File: src/rtl/core/idc_pkg.sv
// shared types and constants for the convolution block
package idc_pkg;

	localparam int PIX_W  = 8;
	localparam int RES_W  = 21;
	localparam int COL_W  = 10;
	localparam int CFG_W  = 64;
	localparam int CIDX_W = 3;
	localparam int SUM_W  = 32;

	localparam logic [CIDX_W-1:0] REG_KSIZE = 3'd0;
	localparam logic [CIDX_W-1:0] REG_DIV   = 3'd1;
	localparam logic [CIDX_W-1:0] REG_MODE  = 3'd2;
	localparam logic [CIDX_W-1:0] REG_BANK0 = 3'd3;
	localparam logic [CIDX_W-1:0] REG_BANK1 = 3'd4;
	localparam logic [CIDX_W-1:0] REG_BANK2 = 3'd5;
	localparam logic [CIDX_W-1:0] REG_BANK3 = 3'd6;

	typedef struct packed {
		logic [PIX_W-1:0] pixel;
		logic             row_end;
		logic             frame_start;
	} in_word_t;

	typedef struct packed {
		logic signed [RES_W-1:0] result_value;
		logic [COL_W-1:0]        center_col;
		logic                    row_last;
	} out_word_t;

	// controller to datapath commands
	typedef struct packed {
		logic rd;      // read line store at current column
		logic upd;     // write line store and shift window
		logic mac;     // step the multiply-accumulate
		logic mac_clr; // start of accumulation
		logic div_go;  // start division
	} idc_cmd_t;

	// datapath to controller status
	typedef struct packed {
		logic mac_last;
		logic div_done;
	} idc_sts_t;

endpackage

File: src/rtl/core/idc_ctrl.sv
// controller: position tracking, coverage and sequencing
module idc_ctrl
	import idc_pkg::*;
#(
	parameter int MAX_KERNEL = 5,
	parameter int MAX_WIDTH  = 1024
) (
	input  logic                   clk,
	input  logic                   arst_n,
	input  logic                   in_valid,
	output logic                   in_stall,
	input  in_word_t               in_data,
	output logic                   out_valid,
	input  logic                   out_stall,
	output out_word_t              out_data,
	input  logic [2:0]             ksize,
	input  logic                   mode,
	input  idc_sts_t               sts,
	input  logic signed [SUM_W-1:0] quotient,
	output idc_cmd_t               cmd,
	output logic [PIX_W-1:0]       pix,
	output logic [$clog2(MAX_WIDTH)-1:0] col
);
	localparam int AW = $clog2(MAX_WIDTH);
	localparam int CW = $clog2(MAX_WIDTH + 1);
	localparam int NW = (MAX_KERNEL > 1) ? MAX_KERNEL - 1 : 1;

	localparam logic [2:0] ST_IDLE = 3'd0;
	localparam logic [2:0] ST_READ = 3'd1;
	localparam logic [2:0] ST_UPD  = 3'd2;
	localparam logic [2:0] ST_MAC  = 3'd3;
	localparam logic [2:0] ST_DRN  = 3'd4;
	localparam logic [2:0] ST_DIV  = 3'd5;

	logic [2:0]       state_q;
	logic [CW-1:0]    colcnt_q;
	logic [CW-1:0]    c_q;
	logic [2:0]       rows_q;
	logic [CW-1:0]    width_q [NW];
	logic [PIX_W-1:0] pix_q;
	logic             re_q, ok_q, store_q;
	logic [1:0]       drain_q;
	logic [2:0]       keff;
	logic             in_acc;
	logic [CW-1:0]    c_now;
	logic [2:0]       rows_now;
	logic             ok_now;
	logic [CW-1:0]    cc_after;
	logic signed [SUM_W-1:0] clamped;

	assign keff   = (ksize == 3'd0) ? 3'd1 :
		(ksize > 3'(MAX_KERNEL)) ? 3'(MAX_KERNEL) : ksize;
	assign in_stall = (state_q != ST_IDLE) || (out_valid && out_stall);
	assign in_acc   = in_valid && !in_stall;

	assign c_now    = in_data.frame_start ? '0 : colcnt_q;
	assign rows_now = in_data.frame_start ? '0 : rows_q;

	// coverage test of the window ending at this pixel
	always_comb begin
		ok_now = (c_now < CW'(MAX_WIDTH)) && ({1'b0, c_now} + (CW+1)'(1) >= (CW+1)'(keff))
			&& ({1'b0, rows_now} + 4'd1 >= {1'b0, keff});
		for (int j = 1; j < MAX_KERNEL; j++)
			if (j < keff && !in_data.frame_start && c_now >= width_q[j-1]) ok_now = 1'b0;
		if (in_data.frame_start && keff > 3'd1) ok_now = 1'b0;
	end

	assign cc_after = (c_now < CW'(MAX_WIDTH)) ? c_now + 1'b1 : c_now;

	// position bookkeeping at accept
	always_ff @(posedge clk or negedge arst_n) begin
		if (!arst_n) begin
			colcnt_q <= '0;
			rows_q   <= '0;
			for (int j = 0; j < NW; j++) width_q[j] <= '0;
		end else if (in_acc) begin
			if (in_data.row_end) begin
				for (int j = NW - 1; j >= 1; j--)
					width_q[j] <= in_data.frame_start ? '0 : width_q[j-1];
				width_q[0] <= cc_after;
				if (rows_now < 3'(MAX_KERNEL - 1)) rows_q <= rows_now + 3'd1;
				else rows_q <= rows_now;
				colcnt_q <= '0;
			end else begin
				if (in_data.frame_start) begin
					for (int j = 0; j < NW; j++) width_q[j] <= '0;
				end
				rows_q   <= rows_now;
				colcnt_q <= cc_after;
			end
		end
	end

	// item registers
	always_ff @(posedge clk) begin
		if (in_acc) begin
			pix_q   <= in_data.pixel;
			re_q    <= in_data.row_end;
			c_q     <= c_now;
			ok_q    <= ok_now;
			store_q <= c_now < CW'(MAX_WIDTH);
		end
	end

	assign pix = pix_q;
	assign col = c_q[AW-1:0];

	// sequencer
	always_ff @(posedge clk or negedge arst_n) begin
		if (!arst_n) begin
			state_q <= ST_IDLE;
			drain_q <= '0;
		end else begin
			unique case (state_q)
				ST_IDLE: if (in_acc) state_q <= ST_READ;
				ST_READ: state_q <= store_q ? ST_UPD : ST_IDLE;
				ST_UPD:  state_q <= ok_q ? ST_MAC : ST_IDLE;
				ST_MAC: begin
					if (sts.mac_last) begin
						state_q <= ST_DRN;
						drain_q <= 2'd2;
					end
				end
				ST_DRN: begin
					drain_q <= drain_q - 2'd1;
					if (drain_q == 2'd1) state_q <= ST_DIV;
				end
				ST_DIV: if (sts.div_done) state_q <= ST_IDLE;
				default: state_q <= ST_IDLE;
			endcase
		end
	end

	// commands
	always_comb begin
		cmd         = '0;
		cmd.rd      = (state_q == ST_READ) && store_q;
		cmd.upd     = state_q == ST_UPD;
		cmd.mac_clr = state_q == ST_UPD;
		cmd.mac     = state_q == ST_MAC;
		cmd.div_go  = (state_q == ST_DRN) && (drain_q == 2'd1);
	end

	assign clamped = (quotient > 255) ? 32'sd255 : (quotient < 0) ? '0 : quotient;

	// output word register
	always_ff @(posedge clk or negedge arst_n) begin
		if (!arst_n) begin
			out_valid <= 1'b0;
		end else begin
			if (out_valid && !out_stall) out_valid <= 1'b0;
			if (state_q == ST_DIV && sts.div_done) out_valid <= 1'b1;
		end
	end

	always_ff @(posedge clk) begin
		if (state_q == ST_DIV && sts.div_done) begin
			out_data.result_value <= mode ? quotient[RES_W-1:0] : clamped[RES_W-1:0];
			out_data.center_col   <= COL_W'(c_q - CW'(keff - 3'd1) + CW'(keff >> 1));
			out_data.row_last     <= re_q;
		end
	end

	ast_no_accept_busy: assert property (@(posedge clk) disable iff (!arst_n)
		(state_q != ST_IDLE) |-> in_stall) else $error("accept while busy");
	ast_out_after_div: assert property (@(posedge clk) disable iff (!arst_n)
		$rose(out_valid) |-> $past(state_q) == ST_DIV) else $error("word not from divide");
	ast_mac_from_upd: assert property (@(posedge clk) disable iff (!arst_n)
		(state_q == ST_UPD && ok_q) |=> state_q == ST_MAC) else $error("mac skipped");
endmodule

File: config.mk
export PLATFORM = sky130hd
export DESIGN_NAME = idc_ctrl
export DESIGN_NICKNAME = d
export VERILOG_FILES = /design/src/rtl/core/idc_pkg.sv /design/src/rtl/core/idc_ctrl.sv
export SDC_FILE = /design/constraint.sdc
export NUM_CORES = 1
export LEC_CHECK = 0
export ABC_AREA = 1
export BUFFER_PORTS_ARGS = -buffer_cell sky130_fd_sc_hd__buf_2
export CORE_ASPECT_RATIO = 0.8
export CORE_MARGIN = 2
export CORE_UTILIZATION = 56
export CTS_CLUSTER_SIZE = 16
export DETAILED_ROUTE_END_ITERATION = 7
export PLACE_DENSITY = 0.89
export REMOVE_ABC_BUFFERS = 1
export SLEW_MARGIN = 20
export SYNTH_ARGS = -nofsm -noshare
export SYNTH_HDL_FRONTEND = slang
export SYNTH_SLANG_ARGS = --single-unit
File: constraint.sdc
create_clock -name clk -period 6.28 [get_ports clk]
set_input_delay 0.628 -clock clk [delete_from_list [all_inputs] [get_ports clk]]
set_output_delay 0.628 -clock clk [all_outputs]
set_load 0.05 [all_outputs]
**After elaboration in Yosys (flattened, before gate mapping)**

Index checks and enable logic that the tools add are counted.

- Add/subtract/negate cells: 8
- $mul: 0
- Divide/modulo/power cells: 0
- $lt $le $gt $ge: 16
- Equal/unequal tests: 10
- Shift-type cells: 0
- Mux-type cells: 27
- Bitwise operators: 0
- Reductions and logical operators: 31

Operator list:

| cell | count |
|---|---|
| two-way mux 44 bit | 2 |
| two-way mux 11 bit | 6 |
| two-way mux 21 bit | 3 |
| greater-or-equal comparator 11 bit | 4 |
| > comparator 32 x 9 -> 1 bit, second input constant | 1 |
| less-than comparator 32 x 1 -> 1 bit, second input constant | 1 |
| two-way mux 3 bit | 9 |
| case mux 3 bit (6 select lines) | 1 |
| logical AND 1 bit | 17 |
| adder 11 x 1 -> 12 bit, second input constant | 1 |
| greater-or-equal comparator 12 x 3 -> 1 bit | 1 |
| adder 11 x 1 -> 11 bit, second input constant | 1 |
| less-than comparator 11 bit, second input constant | 1 |
| adder 10 x 2 -> 10 bit | 1 |
| subtractor 10 bit | 1 |
| != test 2 bit, second input constant | 4 |
| equality test 3 x 2 -> 1 bit, second input constant | 2 |
| equality test 3 bit, second input constant | 2 |
| logical NOT 3 bit | 2 |
| less-than comparator 2 x 3 -> 1 bit, first input constant | 2 |
| two-way mux 2 bit | 3 |
| nonzero test 2 bit | 3 |
| OR reduction 5 bit | 1 |
| adder 3 x 1 -> 4 bit, second input constant | 1 |
| 18 further kinds | 22 |

- Register bits after elaboration: 117
- Latch bits: 0
- Bits in writable memories: 0
- ROM bits: 0
- Output and inout port bits: 57
- Word-level logic and storage cells: 109
- Memories: 0

**Longest topological paths before layout**

- Word-level depth: 7
- Depth in mapped cells: 19

**Worst setup path after synthesis**

No wires, ideal clock.

- Kind: input-to-reg
- Start: input port sts[0] in the netlist's numbering
- End: register out_data[0] in the netlist's numbering (enable)
- Setup time: 463 ps
- Arrival time: 2928 ps
- Data required time: 5817 ps
- Slack: 2889 ps
- Stages: 2
- Cell sequence: inv_1 > nor3_1

- Longest elaborated chain between the ends: 1

Ends and longest elaborated chain:

| element | RTL line | source |
|---|---|---|
| start: declaration | idc_ctrl.sv:18 | `input idc_sts_t sts,` |
| logical AND 1 bit | idc_ctrl.sv:157 | `if (state_q == ST_DIV && sts.div_done) begin` |
| end: declaration | idc_ctrl.sv:15 | `output out_word_t out_data,` |

No other way between the ends.
A chain may end at the register's enable or synchronous reset.

**Worst setup path in the final report**

- Start: input port ksize[2]
- End: register out_data[7] in the netlist's numbering, data pin

- Longest elaborated chain between the ends: 6
- Elaborated cells between the ends (all ways): 7
- Classes of those cells: add/sub: 3; order compare: 1; mux: 2; reduce/logical: 1

Ends and longest elaborated chain:

| element | RTL line | source |
|---|---|---|
| start: declaration | idc_ctrl.sv:16 | `input logic [2:0] ksize,` |
| > comparator 3 bit | idc_ctrl.sv:52 | `(ksize > 3'(MAX_KERNEL)) ? 3'(MAX_KERNEL) : ksize;` |
| two-way mux 3 bit | idc_ctrl.sv:52 |  |
| two-way mux 3 bit * | idc_ctrl.sv:51 | `assign keff = (ksize == 3'd0) ? 3'd1 :` |
| subtractor 3 x 1 -> 4 bit | idc_ctrl.sv:159 | `out_data.center_col <= COL_W'(c_q - CW'(keff - 3'd1) + CW'(keff >> 1));` |
| subtractor 10 bit | idc_ctrl.sv:159 |  |
| adder 10 x 2 -> 10 bit * | idc_ctrl.sv:159 |  |

Every way passes the cells marked *; elsewhere a longest branch is shown, timed or not.

==> flow_summary.ini <==
[outcome]
status = completed

[floorplan]
die_area_um2 = 12900
core_area_um2 = 11600
pin_count = 109
fp-row-count = 35
die_width_um = 126
chip_height_um = 102
floorplan.initialDensity_pct = 57.8

[place]
buffer_ports.inserted = 108
placed_cell_area_um2 = 7360
dp_hpwl_um = 11500
placed_cells = 986
gp_congestion = 0.910
pre_cts_ws_ps = 2720

[logic_synthesis]
postSynth.asyncResetShare_pct = 54.7
ys_top_cells_by_area = sky130_fd_sc_hd__dfrtp_1 (24%), sky130_fd_sc_hd__edfxtp_1 (24%), sky130_fd_sc_hd__ha_1 (13%)
number_of_enable_flip_flop_cells_after_synthesis = 53
post_synth.cell_area_avg_um2 = 9.08
synth_area_um2 = 6710
dominantRegCellSynth = sky130_fd_sc_hd__dfrtp_1
synthesis.instances = 739
netlist-cell-type-count = 41
synthTopCellsByCount = sky130_fd_sc_hd__nand2_1 (140), sky130_fd_sc_hd__inv_1 (132), sky130_fd_sc_hd__ha_1 (72)
seq_area_frac_synth_pct = 47.6
synth_top_cell_by_area = sky130_fd_sc_hd__dfrtp_1
yosys.area.top_type_share_pct = 23.9
yosys_register_bits = 117
ys.warnings.count = 0
yosysMostFrequentCell = sky130_fd_sc_hd__nand2_1

[global_route]
antenna_found_initial = 0
groute.layer.met3.usage_pct = 5.24
grt_util_met2_pct = 42.4
grt_max_degree = 65
global_route.usage.total_pct = 26.5
grt_use_met1_pct = 35.7
grt_first_pass_wirelength_um = 26800
grt.overflow.total = 0
grt_busiest_layer = met2
first_global_vias = 5486

[routing]
drt-wirelength-per-cell_um = 16.6
drc = 0
vias_per_cell = 5.59
dr_total_vias = 5700
ant_nets = 0
first_pass_iters = 6
drt_first_iter_violations = 610
routed_wl_um = 16900

[setup_path]
reg2reg_from = colcnt_q[0]
r2r_end = ok_q
cp_max_fo = 5
cp_data_required_time_ps = 6450
critPathArrivalTime_ps = 3360
timing.reg2reg.setup_slack_ps = 3270
r2r.worst_path.cells = 19
timing_worst_setup_path_type = input port to flop
cp-end-kind = flop
worstSetupStartpointType = input port
worstSetupStartpoint = ksize[2]
cp-endpoint = out_data[7]

[cells_and_area]
fin_cells = 1019
fill_cells = 785
utilization_pct = 69.0
post_route_cells_drive_above_1_share_pct = 17.9
final_net_count = 984
finish.instance_area_um2 = 8000
antenna_cells = 0
syn_to_final_growth_pct = 19.3

[timing]
timing.final.max_slew_violations = 0
final_period_minus_worst_setup_slack_ps = 3190
timing.final.ws_setup_ps = 3090
timing.slew.headroom_pct = 29.9
whs_ps = 385
period_share_pct = 50.8
rsz0062_at_grt = false
endpoints_failing_setup = 0
finalSetupTns_ps = 0
finalHoldViolations = 0
skew_final_ps = 9.45
worstMarginPinSlew_ps = 1050
clock.fmax_ghz = 0.314

[clocking]
clockBufferDepth = 2
clk_pin_slew_worst_paths_ps = 60
tritoncts_num_sinks = 117
cts_repair_resize_count = 0
hold_fix_buffers_at_cts = 0
cts_inserted_buffers = 17
clock_tree.root_cell = sky130_fd_sc_hd__clkbuf_16
cts_tree = built
ctsHtreeMaxLevel = 4
post-cts-setup-buffers = 0
clkLatencyLatePin_ps = 420

[power_and_ir_drop]
ir_worst_vdd_mv = 0.317
finalPower_mw = 3.79
power_leakage_nw = 4.06
power_per_cell_area_nw_per_um2 = 473

[worst_hold_path]
min-delay-path-class = input port to flop
hp_start = in_data[9]

[run]
maxCapViolations = 0
sequential cells by signal (all words and copies together), names as in the netlist:
signal and flops:
store_q 1, pix 8, out_data 32, c_q 10
colcnt_q 11, out_valid 1, ok_q 1, rows_q 3
width_q 44, drain_q 2, state_q 3, re_q 1
layer usage:
| layer | part of all wire, % | vias up |
|---|---|---|
| li1 | - | 2710 |
| met1 | 43 | 2670 |
| met2 | 47 | 270 |
| met3 | 6.7 | 50 |
| met4 | 3.0 | 0 |
| met5 | 0 | - |
power breakdown:
group | total, mW | switching, mW | internal, mW
clock | 1.02 | 0.357 | 0.659
sequential | 1.12 | 0.0916 | 1.03
combinational | 1.65 | 1.12 | 0.532
final cells by class:
class                      count  area, um2  area share (%)
clock buffer                  18        429            5.36
clock inverter                14        185            2.31
inverter                     136        510            6.38
multi-input combinational    475       2920            36.4
sequential                   117       3190            39.9
tap                          148        185            2.31
timing repair buffer         111        583            7.29
worst min path at each step:
stage | end | slack (ps) | cells past startpoint
4_1_cts | pix[7] | 380 | 1
5_1_grt | pix[6] | 380 | 1
3_5_place_dp | out_data[0] | 420 | 0
3_3_place_gp | out_data[0] | 410 | 0
2_1_floorplan | colcnt_q[0] | 330 | 0
6_report | pix[7] | 380 | 1
cells in the final DEF (no fill, tap or decap), drive strengths merged:
cell type    n
a211oi       1
a21boi       2
a21o         3
a21oi       27
and2         2
and3         2
buf        111
bufinv       4
clkbuf      18
clkinv       6
clkinvlp     5
conb         6
dfrtp       64
edfxtp      53
fa           2
ha          72
inv        135
nand2      142
nand3       25
nand3b       1
nand4        8
nor2        64
nor3         9
nor3b        1
nor4         3
o21a         1
o21ai       33
o21bai       2
o22ai       53
o311ai       1
o31ai        2
xnor2        4
xor2         9
logic make-up (layout without fill, tap and decap cells):
family	after synthesis	count (layout)	share of synthesized area [%]
and+or+nand+nor	257	257	16.4
adders and majority gates	74	74	14.0
buffers and inverters	152	279	9.30
DFF	117	117	47.6
other	1	6	0.0559
xor gates and xnor gates	13	13	1.70
AOI/OAI and AO/OA	125	125	10.9
worst max-delay path, stage by stage:
cell	delay, ps
sky130_fd_sc_hd__buf_2	130
sky130_fd_sc_hd__inv_1	190
sky130_fd_sc_hd__nand2_1	150
sky130_fd_sc_hd__ha_1	330
sky130_fd_sc_hd__inv_1	100
sky130_fd_sc_hd__fa_1	470
sky130_fd_sc_hd__fa_1	450
sky130_fd_sc_hd__o21ai_0	470
sky130_fd_sc_hd__a21oi_1	120
sky130_fd_sc_hd__o21ai_0	230
sky130_fd_sc_hd__xor2_1	90
Note: power is estimated with default switching activity, not from simulation.
